### src/hdl/nau_pkg.sv
`timescale 1ns / 1ps

package nau_pkg;

    // activation function select
    typedef enum logic [2:0] {
        MODE_NOOP  = 3'd0,
        MODE_RELU  = 3'd1,
        MODE_CLIP  = 3'd2,
        MODE_LEAKY = 3'd3,
        MODE_TANH  = 3'd4,
        MODE_SIG   = 3'd5,
        MODE_ELU   = 3'd6,
        MODE_RSVD  = 3'd7
    } t_mode;

    // configuration register index
    typedef enum logic [1:0] {
        REG_MODE  = 2'd0,
        REG_CLIP  = 2'd1,
        REG_ALPHA = 2'd2,
        REG_NONE  = 2'd3
    } t_reg;

    typedef enum logic [1:0] {
        ROM_TANH = 2'd0,
        ROM_SIG  = 2'd1,
        ROM_EXP  = 2'd2
    } t_rom_kind;

    localparam int CFG_IDX_W   = 2;
    localparam int CFG_DATA_W  = 16;
    localparam int CLIP_W      = 15;
    localparam int ALPHA_W     = 16;
    localparam int LUT_W       = 24;
    localparam int FRAC_W      = 12;
    localparam int CLAMP_LO    = -2048;
    localparam int CLAMP_HI    = 2047;
    localparam int CLIP_RESET  = 1536;
    localparam int Q8_ONE      = 256;

    localparam longint unsigned Q30_ONE  = 64'd1073741824;
    localparam longint unsigned Q30_MASK = 64'd1073741823;

    // per-stage advance enables shared with the datapath units
    typedef struct packed {
        logic en2;
        logic en3;
        logic en4;
        logic en5;
    } t_pipe_ctl;

    // unsigned quotient by shift and subtract, elaboration only
    function automatic longint unsigned udiv(longint unsigned num, longint unsigned den);
        longint unsigned q;
        longint unsigned rem;
        q   = 0;
        rem = 0;
        for (int b = 63; b >= 0; b--) begin
            rem = (rem << 1) | ((num >> b) & 64'd1);
            if (rem >= den) begin
                rem = rem - den;
                q   = q | (64'd1 << b);
            end
        end
        return q;
    endfunction

    function automatic longint unsigned mul_q30(longint unsigned a, longint unsigned b);
        longint unsigned hi;
        longint unsigned lo;
        hi = a >> 30;
        lo = a & Q30_MASK;
        return hi * b + ((lo * b + (64'd1 << 29)) >> 30);
    endfunction

    function automatic longint unsigned series_exp(longint unsigned f);
        longint unsigned sum;
        longint unsigned term;
        sum  = Q30_ONE;
        term = Q30_ONE;
        for (int i = 1; i <= 24; i++) begin
            term = udiv(mul_q30(term, f), unsigned'(longint'(i)));
            sum  = sum + term;
        end
        return sum;
    endfunction

    // e^(p/d) in Q30, elaboration only
    function automatic longint unsigned exp_ratio(longint p, longint d);
        longint unsigned e1;
        longint unsigned einv;
        longint n;
        longint rem;
        longint unsigned v;
        e1   = series_exp(Q30_ONE);
        einv = udiv((64'd1 << 60) + e1 / 2, e1);
        if (p >= 0) begin
            n = longint'(udiv(unsigned'(p), unsigned'(d)));
        end else begin
            n = -longint'(udiv(unsigned'(-p + d - 1), unsigned'(d)));
        end
        rem = p - n * d;
        v = series_exp(udiv((unsigned'(rem) << 30) + unsigned'(d) / 2, unsigned'(d)));
        while (n > 0) begin
            v = mul_q30(v, e1);
            n = n - 1;
        end
        while (n < 0) begin
            v = mul_q30(v, einv);
            n = n + 1;
        end
        return v;
    endfunction

    // breakpoint k of a table with s segments
    function automatic logic signed [LUT_W-1:0] rom_value(t_rom_kind kind, int k, int s);
        longint p;
        longint ap;
        longint unsigned z;
        longint unsigned den;
        longint unsigned y;
        longint res;
        p  = 16 * longint'(k) - 8 * longint'(s);
        ap = (p < 0) ? -p : p;
        res = 0;
        unique case (kind)
            ROM_EXP: begin
                res = longint'((exp_ratio(p, s) + (64'd1 << 21)) >> 22);
            end
            ROM_SIG: begin
                z   = exp_ratio(-ap, s);
                den = Q30_ONE + z;
                if (p >= 0) begin
                    y = udiv((64'd1 << 38) + den / 2, den);
                end else begin
                    y = udiv((z << 8) + den / 2, den);
                end
                res = longint'(y);
            end
            ROM_TANH: begin
                z   = exp_ratio(-2 * ap, s);
                den = Q30_ONE + z;
                y   = udiv(((Q30_ONE - z) << 8) + den / 2, den);
                res = (p < 0) ? -longint'(y) : longint'(y);
            end
            default: res = 0;
        endcase
        return res[LUT_W-1:0];
    endfunction

endpackage

### src/hdl/nau_stream_if.sv
`timescale 1ns / 1ps

interface nau_in_if #(parameter int DATA_WIDTH = 16);
    logic                  valid;
    logic                  ready;
    logic [DATA_WIDTH-1:0] sample;
    logic                  last;

    modport source (output valid, output sample, output last, input ready);
    modport sink   (input valid, input sample, input last, output ready);
endinterface

interface nau_out_if #(parameter int DATA_WIDTH = 16);
    logic                  valid;
    logic                  ready;
    logic [DATA_WIDTH-1:0] result;
    logic                  result_last;

    modport source (output valid, output result, output result_last, input ready);
    modport sink   (input valid, input result, input result_last, output ready);
endinterface

interface nau_cfg_if;
    logic        valid;
    logic        ready;
    logic [1:0]  index;
    logic [15:0] data;

    modport source (output valid, output index, output data, input ready);
    modport sink   (input valid, input index, input data, output ready);
endinterface

### src/hdl/neural_activation_unit.sv
`timescale 1ns / 1ps
// channel   modport  payload                    meaning
// i_in      sink     sample, last               one sample transaction in
// o_out     source   result, result_last        one activated transaction out
// i_cfg     sink     index, data                register write (always ready)
//
// five register stages: clamp/segment, table read, interpolate, multiply, round
// one transaction per cycle while o_out is not stalled; the table
// read and the shared alpha multiplier each take a stage of their own
// synchronous active-low reset clears valid bits and the three registers
// each stage holds while the one after it is full and stalled; bubbles collapse
module neural_activation_unit #(
    parameter int DATA_WIDTH     = 16,
    parameter int TABLE_SEGMENTS = 64
) (
    input  logic          i_clk,
    input  logic          i_rst_n,
    nau_in_if.sink        i_in,
    nau_out_if.source     o_out,
    nau_cfg_if.sink       i_cfg
);
    import nau_pkg::*;

    localparam int IW = $clog2(TABLE_SEGMENTS + 1);
    localparam int XW = ((DATA_WIDTH > FRAC_W) ? DATA_WIDTH : FRAC_W) + 1;
    localparam int PW = FRAC_W + IW;

    // configuration registers
    t_mode                    r_mode;
    logic [CLIP_W-1:0]        r_clip;
    logic signed [ALPHA_W-1:0] r_alpha;

    assign i_cfg.ready = 1'b1;

    always_ff @(posedge i_clk) begin
        if (!i_rst_n) begin
            r_mode  <= MODE_NOOP;
            r_clip  <= CLIP_W'(CLIP_RESET);
            r_alpha <= '0;
        end else if (i_cfg.valid) begin
            unique case (t_reg'(i_cfg.index))
                REG_MODE:  r_mode  <= t_mode'(i_cfg.data[2:0]);
                REG_CLIP:  r_clip  <= i_cfg.data[CLIP_W-1:0];
                REG_ALPHA: r_alpha <= i_cfg.data;
                default: ;  // writes past the list are dropped
            endcase
        end
    end

    // per-stage valid bits and the backward enable chain
    logic r1_v, r2_v, r3_v, r4_v, r5_v;
    logic en1;
    t_pipe_ctl ctl;

    assign ctl.en5 = !r5_v || o_out.ready;
    assign ctl.en4 = !r4_v || ctl.en5;
    assign ctl.en3 = !r3_v || ctl.en4;
    assign ctl.en2 = !r2_v || ctl.en3;
    assign en1     = !r1_v || ctl.en2;
    assign i_in.ready = en1;

    always_ff @(posedge i_clk) begin
        if (!i_rst_n) begin
            r1_v <= 1'b0;
            r2_v <= 1'b0;
            r3_v <= 1'b0;
            r4_v <= 1'b0;
            r5_v <= 1'b0;
        end else begin
            if (en1)     r1_v <= i_in.valid;
            if (ctl.en2) r2_v <= r1_v;
            if (ctl.en3) r3_v <= r2_v;
            if (ctl.en4) r4_v <= r3_v;
            if (ctl.en5) r5_v <= r4_v;
        end
    end

    // stage 1: clamp to [-8, 8) and split into segment index and fraction
    logic signed [XW-1:0] xs;
    logic signed [XW-1:0] xc;
    logic [FRAC_W-1:0]    u;
    logic [PW-1:0]        pos;
    logic [IW-1:0]        n1_idx;
    logic [FRAC_W-1:0]    n1_frac;

    always_comb begin
        xs = XW'($signed(i_in.sample));
        if (xs < XW'(CLAMP_LO)) begin
            xc = XW'(CLAMP_LO);
        end else if (xs > XW'(CLAMP_HI)) begin
            xc = XW'(CLAMP_HI);
        end else begin
            xc = xs;
        end
        u       = FRAC_W'(xc - XW'(CLAMP_LO));
        pos     = PW'(u) * PW'(TABLE_SEGMENTS);
        n1_idx  = pos[PW-1:FRAC_W];
        n1_frac = pos[FRAC_W-1:0];
    end

    logic signed [DATA_WIDTH-1:0] r1_x, r2_x, r3_x;
    logic r1_last, r2_last, r3_last, r4_last, r5_last;
    logic [IW-1:0]     r1_idx;
    logic [FRAC_W-1:0] r1_frac;

    always_ff @(posedge i_clk) begin
        if (en1) begin
            r1_x    <= i_in.sample;
            r1_last <= i_in.last;
            r1_idx  <= n1_idx;
            r1_frac <= n1_frac;
        end
        if (ctl.en2) begin
            r2_x    <= r1_x;
            r2_last <= r1_last;
        end
        if (ctl.en3) begin
            r3_x    <= r2_x;
            r3_last <= r2_last;
        end
        if (ctl.en4) r4_last <= r3_last;
        if (ctl.en5) r5_last <= r4_last;
    end

    // table selection follows the mode; elu reads the exp table
    t_rom_kind kind;
    always_comb begin
        unique case (r_mode)
            MODE_TANH: kind = ROM_TANH;
            MODE_SIG:  kind = ROM_SIG;
            default:   kind = ROM_EXP;
        endcase
    end

    logic signed [LUT_W-1:0] lut;

    // stages 2 and 3
    nau_lut #(
        .TABLE_SEGMENTS (TABLE_SEGMENTS)
    ) u_lut (
        .i_clk  (i_clk),
        .i_ctl  (ctl),
        .i_kind (kind),
        .i_idx  (r1_idx),
        .i_frac (r1_frac),
        .o_lut  (lut)
    );

    // stages 4 and 5
    nau_post #(
        .DATA_WIDTH (DATA_WIDTH)
    ) u_post (
        .i_clk    (i_clk),
        .i_ctl    (ctl),
        .i_mode   (r_mode),
        .i_clip   (r_clip),
        .i_alpha  (r_alpha),
        .i_x      (r3_x),
        .i_lut    (lut),
        .o_result (o_out.result)
    );

    assign o_out.valid       = r5_v;
    assign o_out.result_last = r5_last;

`ifndef SYNTHESIS
    a_accept_enters: assert property (@(posedge i_clk) disable iff (!i_rst_n)
        (i_in.valid && i_in.ready) |=> r1_v)
        else $error("accepted transaction did not enter stage 1");

    a_out_holds: assert property (@(posedge i_clk) disable iff (!i_rst_n)
        (o_out.valid && !o_out.ready) |=> (o_out.valid && $stable(o_out.result)
            && $stable(o_out.result_last)))
        else $error("stalled result changed");

    a_mid_holds: assert property (@(posedge i_clk) disable iff (!i_rst_n)
        (r3_v && !ctl.en3) |=> (r3_v && $stable(r3_x) && $stable(r3_last)))
        else $error("stage 3 lost data during a stall");

    a_reset_clears: assert property (@(posedge i_clk)
        !i_rst_n |=> !o_out.valid)
        else $error("output valid after reset");
`endif

endmodule

### src/hdl/nau_lut.sv
`timescale 1ns / 1ps

module nau_lut #(
    parameter int TABLE_SEGMENTS = 64
) (
    input  logic                               i_clk,
    input  nau_pkg::t_pipe_ctl                 i_ctl,
    input  nau_pkg::t_rom_kind                 i_kind,
    input  logic [$clog2(TABLE_SEGMENTS+1)-1:0] i_idx,
    input  logic [nau_pkg::FRAC_W-1:0]         i_frac,
    output logic signed [nau_pkg::LUT_W-1:0]   o_lut
);
    import nau_pkg::*;

    localparam int IW = $clog2(TABLE_SEGMENTS + 1);

    logic signed [LUT_W-1:0] tab_tanh [0:TABLE_SEGMENTS];
    logic signed [LUT_W-1:0] tab_sig  [0:TABLE_SEGMENTS];
    logic signed [LUT_W-1:0] tab_exp  [0:TABLE_SEGMENTS];

    for (genvar k = 0; k <= TABLE_SEGMENTS; k++) begin : g_rom
        localparam logic signed [LUT_W-1:0] V_T = rom_value(ROM_TANH, k, TABLE_SEGMENTS);
        localparam logic signed [LUT_W-1:0] V_S = rom_value(ROM_SIG, k, TABLE_SEGMENTS);
        localparam logic signed [LUT_W-1:0] V_E = rom_value(ROM_EXP, k, TABLE_SEGMENTS);
        assign tab_tanh[k] = V_T;
        assign tab_sig[k]  = V_S;
        assign tab_exp[k]  = V_E;
    end

    logic [IW-1:0]           idx1;
    logic signed [LUT_W-1:0] y0;
    logic signed [LUT_W-1:0] y1;
    logic signed [LUT_W-1:0] n_y0;
    logic signed [LUT_W:0]   n_d;
    logic signed [LUT_W-1:0] r_y0;
    logic signed [LUT_W:0]   r_d;
    logic [FRAC_W-1:0]       r_frac;
    logic signed [LUT_W+FRAC_W+2:0] prod;
    logic signed [LUT_W-1:0] n_lut;
    logic signed [LUT_W-1:0] r_lut;

    assign idx1 = i_idx + IW'(1);

    always_comb begin
        unique case (i_kind)
            ROM_TANH: begin
                y0 = tab_tanh[i_idx];
                y1 = tab_tanh[idx1];
            end
            ROM_SIG: begin
                y0 = tab_sig[i_idx];
                y1 = tab_sig[idx1];
            end
            default: begin
                y0 = tab_exp[i_idx];
                y1 = tab_exp[idx1];
            end
        endcase
        n_y0 = y0;
        n_d  = (LUT_W+1)'(y1) - (LUT_W+1)'(y0);
    end

    // stage 2: segment endpoints
    always_ff @(posedge i_clk) begin
        if (i_ctl.en2) begin
            r_y0   <= n_y0;
            r_d    <= n_d;
            r_frac <= i_frac;
        end
    end

    // stage 3: linear interpolation, round to nearest (ties up) via offset and arithmetic shift
    always_comb begin
        prod  = (LUT_W+FRAC_W+3)'(r_d) * $signed({1'b0, r_frac})
              + (LUT_W+FRAC_W+3)'(2048);
        n_lut = r_y0 + LUT_W'(prod >>> FRAC_W);
    end

    always_ff @(posedge i_clk) begin
        if (i_ctl.en3) begin
            r_lut <= n_lut;
        end
    end

    assign o_lut = r_lut;

endmodule

### src/hdl/nau_post.sv
`timescale 1ns / 1ps

module nau_post #(
    parameter int DATA_WIDTH = 16
) (
    input  logic                             i_clk,
    input  nau_pkg::t_pipe_ctl               i_ctl,
    input  nau_pkg::t_mode                   i_mode,
    input  logic [nau_pkg::CLIP_W-1:0]       i_clip,
    input  logic signed [nau_pkg::ALPHA_W-1:0] i_alpha,
    input  logic signed [DATA_WIDTH-1:0]     i_x,
    input  logic signed [nau_pkg::LUT_W-1:0] i_lut,
    output logic [DATA_WIDTH-1:0]            o_result
);
    import nau_pkg::*;

    localparam int MW = ((DATA_WIDTH > LUT_W) ? DATA_WIDTH : LUT_W) + 1;
    localparam int VW = MW + ALPHA_W;
    localparam logic signed [VW-1:0] SAT_HI = VW'((64'sd1 <<< (DATA_WIDTH - 1)) - 1);
    localparam logic signed [VW-1:0] SAT_LO = -SAT_HI - VW'(1);

    logic signed [MW-1:0] mul_a;
    logic signed [VW-1:0] n_prod;
    logic signed [VW-1:0] n_alt;
    logic                 n_use_prod;
    logic signed [VW-1:0] r_prod;
    logic signed [VW-1:0] r_alt;
    logic                 r_use_prod;
    logic signed [VW-1:0] xw;
    logic signed [VW-1:0] rounded;
    logic signed [VW-1:0] y;
    logic [DATA_WIDTH-1:0] n_result;
    logic [DATA_WIDTH-1:0] r_result;

    // stage 4: one shared multiplier, plus the non-multiplying results
    always_comb begin
        xw = VW'(i_x);
        if (i_mode == MODE_ELU) begin
            mul_a = MW'(i_lut) - MW'(Q8_ONE);
        end else begin
            mul_a = MW'(i_x);
        end
        n_prod     = VW'(mul_a) * VW'(i_alpha);
        n_use_prod = 1'b0;
        unique case (i_mode)
            MODE_RELU: n_alt = i_x[DATA_WIDTH-1] ? '0 : xw;
            MODE_CLIP: begin
                if (i_x[DATA_WIDTH-1]) begin
                    n_alt = '0;
                end else if (xw > VW'({1'b0, i_clip})) begin
                    n_alt = VW'({1'b0, i_clip});
                end else begin
                    n_alt = xw;
                end
            end
            MODE_LEAKY, MODE_ELU: begin
                n_alt      = xw;
                n_use_prod = i_x[DATA_WIDTH-1];
            end
            MODE_TANH, MODE_SIG: n_alt = VW'(i_lut);
            default:             n_alt = xw;
        endcase
    end

    always_ff @(posedge i_clk) begin
        if (i_ctl.en4) begin
            r_prod     <= n_prod;
            r_alt      <= n_alt;
            r_use_prod <= n_use_prod;
        end
    end

    // stage 5: round Q16.16 to Q8.8 (ties up), saturate
    always_comb begin
        rounded = (r_prod + VW'(128)) >>> 8;
        y       = r_use_prod ? rounded : r_alt;
        if (y > SAT_HI) begin
            n_result = SAT_HI[DATA_WIDTH-1:0];
        end else if (y < SAT_LO) begin
            n_result = SAT_LO[DATA_WIDTH-1:0];
        end else begin
            n_result = y[DATA_WIDTH-1:0];
        end
    end

    always_ff @(posedge i_clk) begin
        if (i_ctl.en5) begin
            r_result <= n_result;
        end
    end

    assign o_result = r_result;

endmodule
### src/flat_wrapper.sv
// flat-port wrapper written by rule: the top's interface ports become plain ports
module neural_activation_unit_flat import nau_pkg::*;
#(
    parameter int DATA_WIDTH     = 16,
    parameter int TABLE_SEGMENTS = 64
)
  (i_clk, i_rst_n, i_in_valid, i_in_sample, i_in_last, i_in_ready, o_out_valid, o_out_result, o_out_result_last, o_out_ready, i_cfg_valid, i_cfg_index, i_cfg_data, i_cfg_ready);
  nau_in_if #(.DATA_WIDTH(DATA_WIDTH)) i_in_i ();
  nau_out_if #(.DATA_WIDTH(DATA_WIDTH)) o_out_i ();
  nau_cfg_if i_cfg_i ();
  input  logic i_clk;
  input  logic i_rst_n;
  input wire logic [$bits(i_in_i.valid)-1:0] i_in_valid;
  input wire logic [$bits(i_in_i.sample)-1:0] i_in_sample;
  input wire logic [$bits(i_in_i.last)-1:0] i_in_last;
  output wire logic [$bits(i_in_i.ready)-1:0] i_in_ready;
  output wire logic [$bits(o_out_i.valid)-1:0] o_out_valid;
  output wire logic [$bits(o_out_i.result)-1:0] o_out_result;
  output wire logic [$bits(o_out_i.result_last)-1:0] o_out_result_last;
  input wire logic [$bits(o_out_i.ready)-1:0] o_out_ready;
  input wire logic [$bits(i_cfg_i.valid)-1:0] i_cfg_valid;
  input wire logic [$bits(i_cfg_i.index)-1:0] i_cfg_index;
  input wire logic [$bits(i_cfg_i.data)-1:0] i_cfg_data;
  output wire logic [$bits(i_cfg_i.ready)-1:0] i_cfg_ready;
  assign i_in_i.valid = i_in_valid;
  assign i_in_i.sample = i_in_sample;
  assign i_in_i.last = i_in_last;
  assign i_in_ready = i_in_i.ready;
  assign o_out_valid = o_out_i.valid;
  assign o_out_result = o_out_i.result;
  assign o_out_result_last = o_out_i.result_last;
  assign o_out_i.ready = o_out_ready;
  assign i_cfg_i.valid = i_cfg_valid;
  assign i_cfg_i.index = i_cfg_index;
  assign i_cfg_i.data = i_cfg_data;
  assign i_cfg_ready = i_cfg_i.ready;
  neural_activation_unit #(.DATA_WIDTH(DATA_WIDTH), .TABLE_SEGMENTS(TABLE_SEGMENTS)) u_core (.i_clk(i_clk), .i_rst_n(i_rst_n), .i_in(i_in_i), .o_out(o_out_i), .i_cfg(i_cfg_i));
endmodule
### config.mk
export PLATFORM = sky130hd
export DESIGN_NAME = neural_activation_unit_flat
export DESIGN_NICKNAME = d
export VERILOG_FILES = /design/src/hdl/nau_pkg.sv /design/src/hdl/nau_stream_if.sv /design/src/hdl/neural_activation_unit.sv /design/src/hdl/nau_lut.sv /design/src/hdl/nau_post.sv /design/src/flat_wrapper.sv
export SDC_FILE = /design/constraint.sdc
export NUM_CORES = 2
export LEC_CHECK = 0
export BUFFER_PORTS_ARGS = -buffer_cell sky130_fd_sc_hd__buf_2
export CAP_MARGIN = 5
export CELL_PAD_IN_SITES_DETAIL_PLACEMENT = 1
export CELL_PAD_IN_SITES_GLOBAL_PLACEMENT = 1
export CORE_MARGIN = 1.5
export CORE_UTILIZATION = 50
export DETAILED_ROUTE_END_ITERATION = 6
export PLACE_DENSITY = 0.82
export RECOVER_POWER = 50
export SYNTH_ARGS = -nofsm -noshare
export SYNTH_HDL_FRONTEND = slang
export SYNTH_HIERARCHICAL = 1
export SYNTH_SLANG_ARGS = --single-unit
### constraint.sdc
create_clock -name i_clk -period 18 [get_ports i_clk]
set_input_delay 0.9 -clock i_clk [delete_from_list [all_inputs] [get_ports i_clk]]
set_output_delay 0.9 -clock i_clk [all_outputs]
set_load 0.01 [all_outputs]
==> impl_metrics.ini <==
[floorplanning]
coreArea_um2 = 80680
start_util = 0.5067
top_level_ports = 60
die-width_um = 288.9
die_h_um = 288.9
die-area_um2 = 83490
row_count = 104

[critical_path]
critPathRequiredTime_ns = 18.30
endpoint_kind = flop
reg2reg_slack_ns = 9.12
crit_path_frequent_cell = fa_1
cp_max_fo = 25
slowest_delay_ns = 0.71
cp_data_arrival_time_ns = 9.18
slowest_stage = edfxtp_1
start_kind = flop
crit_family = adder cells
setup.worst_path.class = flop to flop
worst-path-buf-inv = 4

[clock_network]
cts_made_buffers = 34
hold_buffers = 0
postCtsResizedCells = 0
cts_buffer_depth = 3
post_cts_buffers = 0
clockRootBuffer = clkbuf_16
clkSinkCount = 261
cts_tree = done
path_clk_slew_ns = 0.06
h-tree-depth = 2
clock_latency_ns = 0.58

[sta]
finClkSkew_ns = 0.06561
finalSetupViolCount = 0
period_share = 0.4932
worst_slew_pin_slew_ns = 3.038
drv_slew = 173
fmax_mhz = 112.6
layout_setup_ws_ns = 9.122
min_period_ns = 8.878
rsz0062_at_grt = no
hold_viol = 0
maxSlewHeadroom = -1.025
setup_tns_ns = 0

[drt]
wl_met2_um = 65110
dr.pass1.iters = 7
wl_um = 128900
drt-wirelength-per-cell_um = 23.32
wl_met1_um = 50250
vias = 32560
ant_nets = 0
drc_errors = 5
dr.max_layer_used = met5
dr.first_iter.drc_count = 2258
wl_met3_um = 8473
viasPerCell = 5.891

[placement]
dp.cells = 5469
gp_congestion = 0.9317
pre_cts_slack_ns = 9.223
dp_hpwl_um = 101400
io_buffer_count = 58

[cells_and_area]
fillers = 9321
fin_nets = 5410
finish.utilization = 0.5343
syn2layout_area_growth_pct = 5.442
n_antenna_cell = 0
drive_gt1_frac = 0.04724
final_cells = 5527

[logic_synthesis]
ys.flop_type = edfxtp_1
synthTopCellsByArea = fa_1, edfxtp_1, ha_1, inv_1, nand2_1
synth-seq-cells = 261
synthTopCellsByCount = inv_1, nand2_1, fa_1
async_flop_share = 0
yosysMostFrequentCell = inv_1
synth_cell_types = 101
synth.cell_area_um2 = 40880
synth_edf_count = 222
syn_inst = 4518
ys_seq_area_frac = 0.1822
syn_avg_cell_area_um2 = 9.049
ys_warn_count = 6
synth_top_area_cell = fa_1
synth.top_cell.area_share = 0.3178

[grt]
grt_max_degree = 73
first_global_vias = 36490
antenna_found_initial = 5
grt_usage = 0.3158
grt_overflow = 0
grt_pass1_wl_um = 203800

[flow_run]
cap_violations = 4

[status]
run_status = complete, but fails checks
failed_checks = DRC, capacitance limit, slew limit

[worst_hold_path]
holdCritPathClass = flop to flop
placed cells by master, fill, tap and decap left out, types with 26 or more instances in the layout:
master     netlist  routed
and2_1         317     316
o21a_1          26      26
a31oi_1         36      36
ha_1           276     276
fa_1           649     649
xor2_1          58      58
nand4_1         27      27
dfxtp_1         39      39
nand3_1         65      65
a21boi_0        17      35
a21o_1          54      54
nor2b_1         26      26
a21oi_1        207     201
nor3_1          55      55
edfxtp_1       222     222
inv_1          766     766
o21ai_0        138     135
buf_2           16      41
nor2_1         189     189
xnor2_1        106     103
nand2_1        651     651
clkbuf_16        0      35
buf_4            4      53
metrics by stage:
| step | hold WS (ns) | instance area, um^2 |
|---|---|---|
| 2_1_floorplan | 0.4003 | 40900 |
| 3_3_place_gp | 0.4008 | 42070 |
| 3_5_place_dp | 0.4056 | 42070 |
| 4_1_cts | 0.3711 | 43140 |
| 5_1_grt | 0.3739 | 43110 |
| 6_report | 0.3751 | 43110 |
routing by layer:
layer | vias to the layer above | track usage
li1 | 14310 | -
met1 | 16650 | 0.3855
met2 | 1238 | 0.5629
met3 | 360 | 0.04819
met4 | 4 | 0.1171
met5 | - | 0
final timing paths:
| check | startpoint | to | cells after the start |
|---|---|---|---|
| worst max-delay path | u_core/u_lut/r_frac[3]$_DFFE_PP_ | u_core/u_lut/o_lut[23]$_DFFE_PP_ | 30 |
| worst min-delay path | u_core/r1_x[2]$_DFFE_PP_ | u_core/r2_x[2]$_DFFE_PP_ | 0 |
| worst max register to register | u_core/u_lut/r_frac[3]$_DFFE_PP_ | u_core/u_lut/o_lut[23]$_DFFE_PP_ | 30 |
| worst min register to register | u_core/r1_x[2]$_DFFE_PP_ | u_core/r2_x[2]$_DFFE_PP_ | 0 |
logic make-up after synthesis:
group	count (synthesis)	synth area share
fa+ha+maj	925	0.4023
mux	15	0.004468
xor+xnor	165	0.03569
compound gates	711	0.1133
buf+inv	1000	0.09359
flops	261	0.1822
simple gates	1439	0.1684
other cells	2	0.0001837
layout make-up:
| type | count | area [um^2] | area share |
|---|---|---|---|
| Clock buffer | 40 | 894.6 | 0.02075 |
| Clock inverter | 18 | 175.2 | 0.004064 |
| Inverter | 772 | 2898 | 0.06722 |
| Multi-Input combinational cell | 3263 | 29690 | 0.6888 |
| Sequential cell | 261 | 7447 | 0.1728 |
| Tap cell | 1060 | 1326 | 0.03077 |
| Timing Repair Buffer | 113 | 674.4 | 0.01564 |
flip-flops by register name, indices dropped and copies added, names as in the netlist, 3 cells and up:
| register | count |
|---|---|
| u_core/r1_frac | 6 |
| u_core/r1_idx | 6 |
| u_core/r1_x | 16 |
| u_core/r2_x | 16 |
| u_core/r3_x | 16 |
| u_core/r_alpha | 16 |
| u_core/r_clip | 15 |
| u_core/r_mode | 3 |
| u_core/u_lut/o_lut | 24 |
| u_core/u_lut/r_d | 25 |
| u_core/u_lut/r_frac | 12 |
| u_core/u_lut/r_y0 | 21 |
| u_core/u_post/o_result | 16 |
| u_core/u_post/r_alt | 24 |
| u_core/u_post/r_prod | 34 |
Power is left out: the tool's default activity adds up to more than one toggle a clock period on the data nets, which glitch-free logic cannot reach.
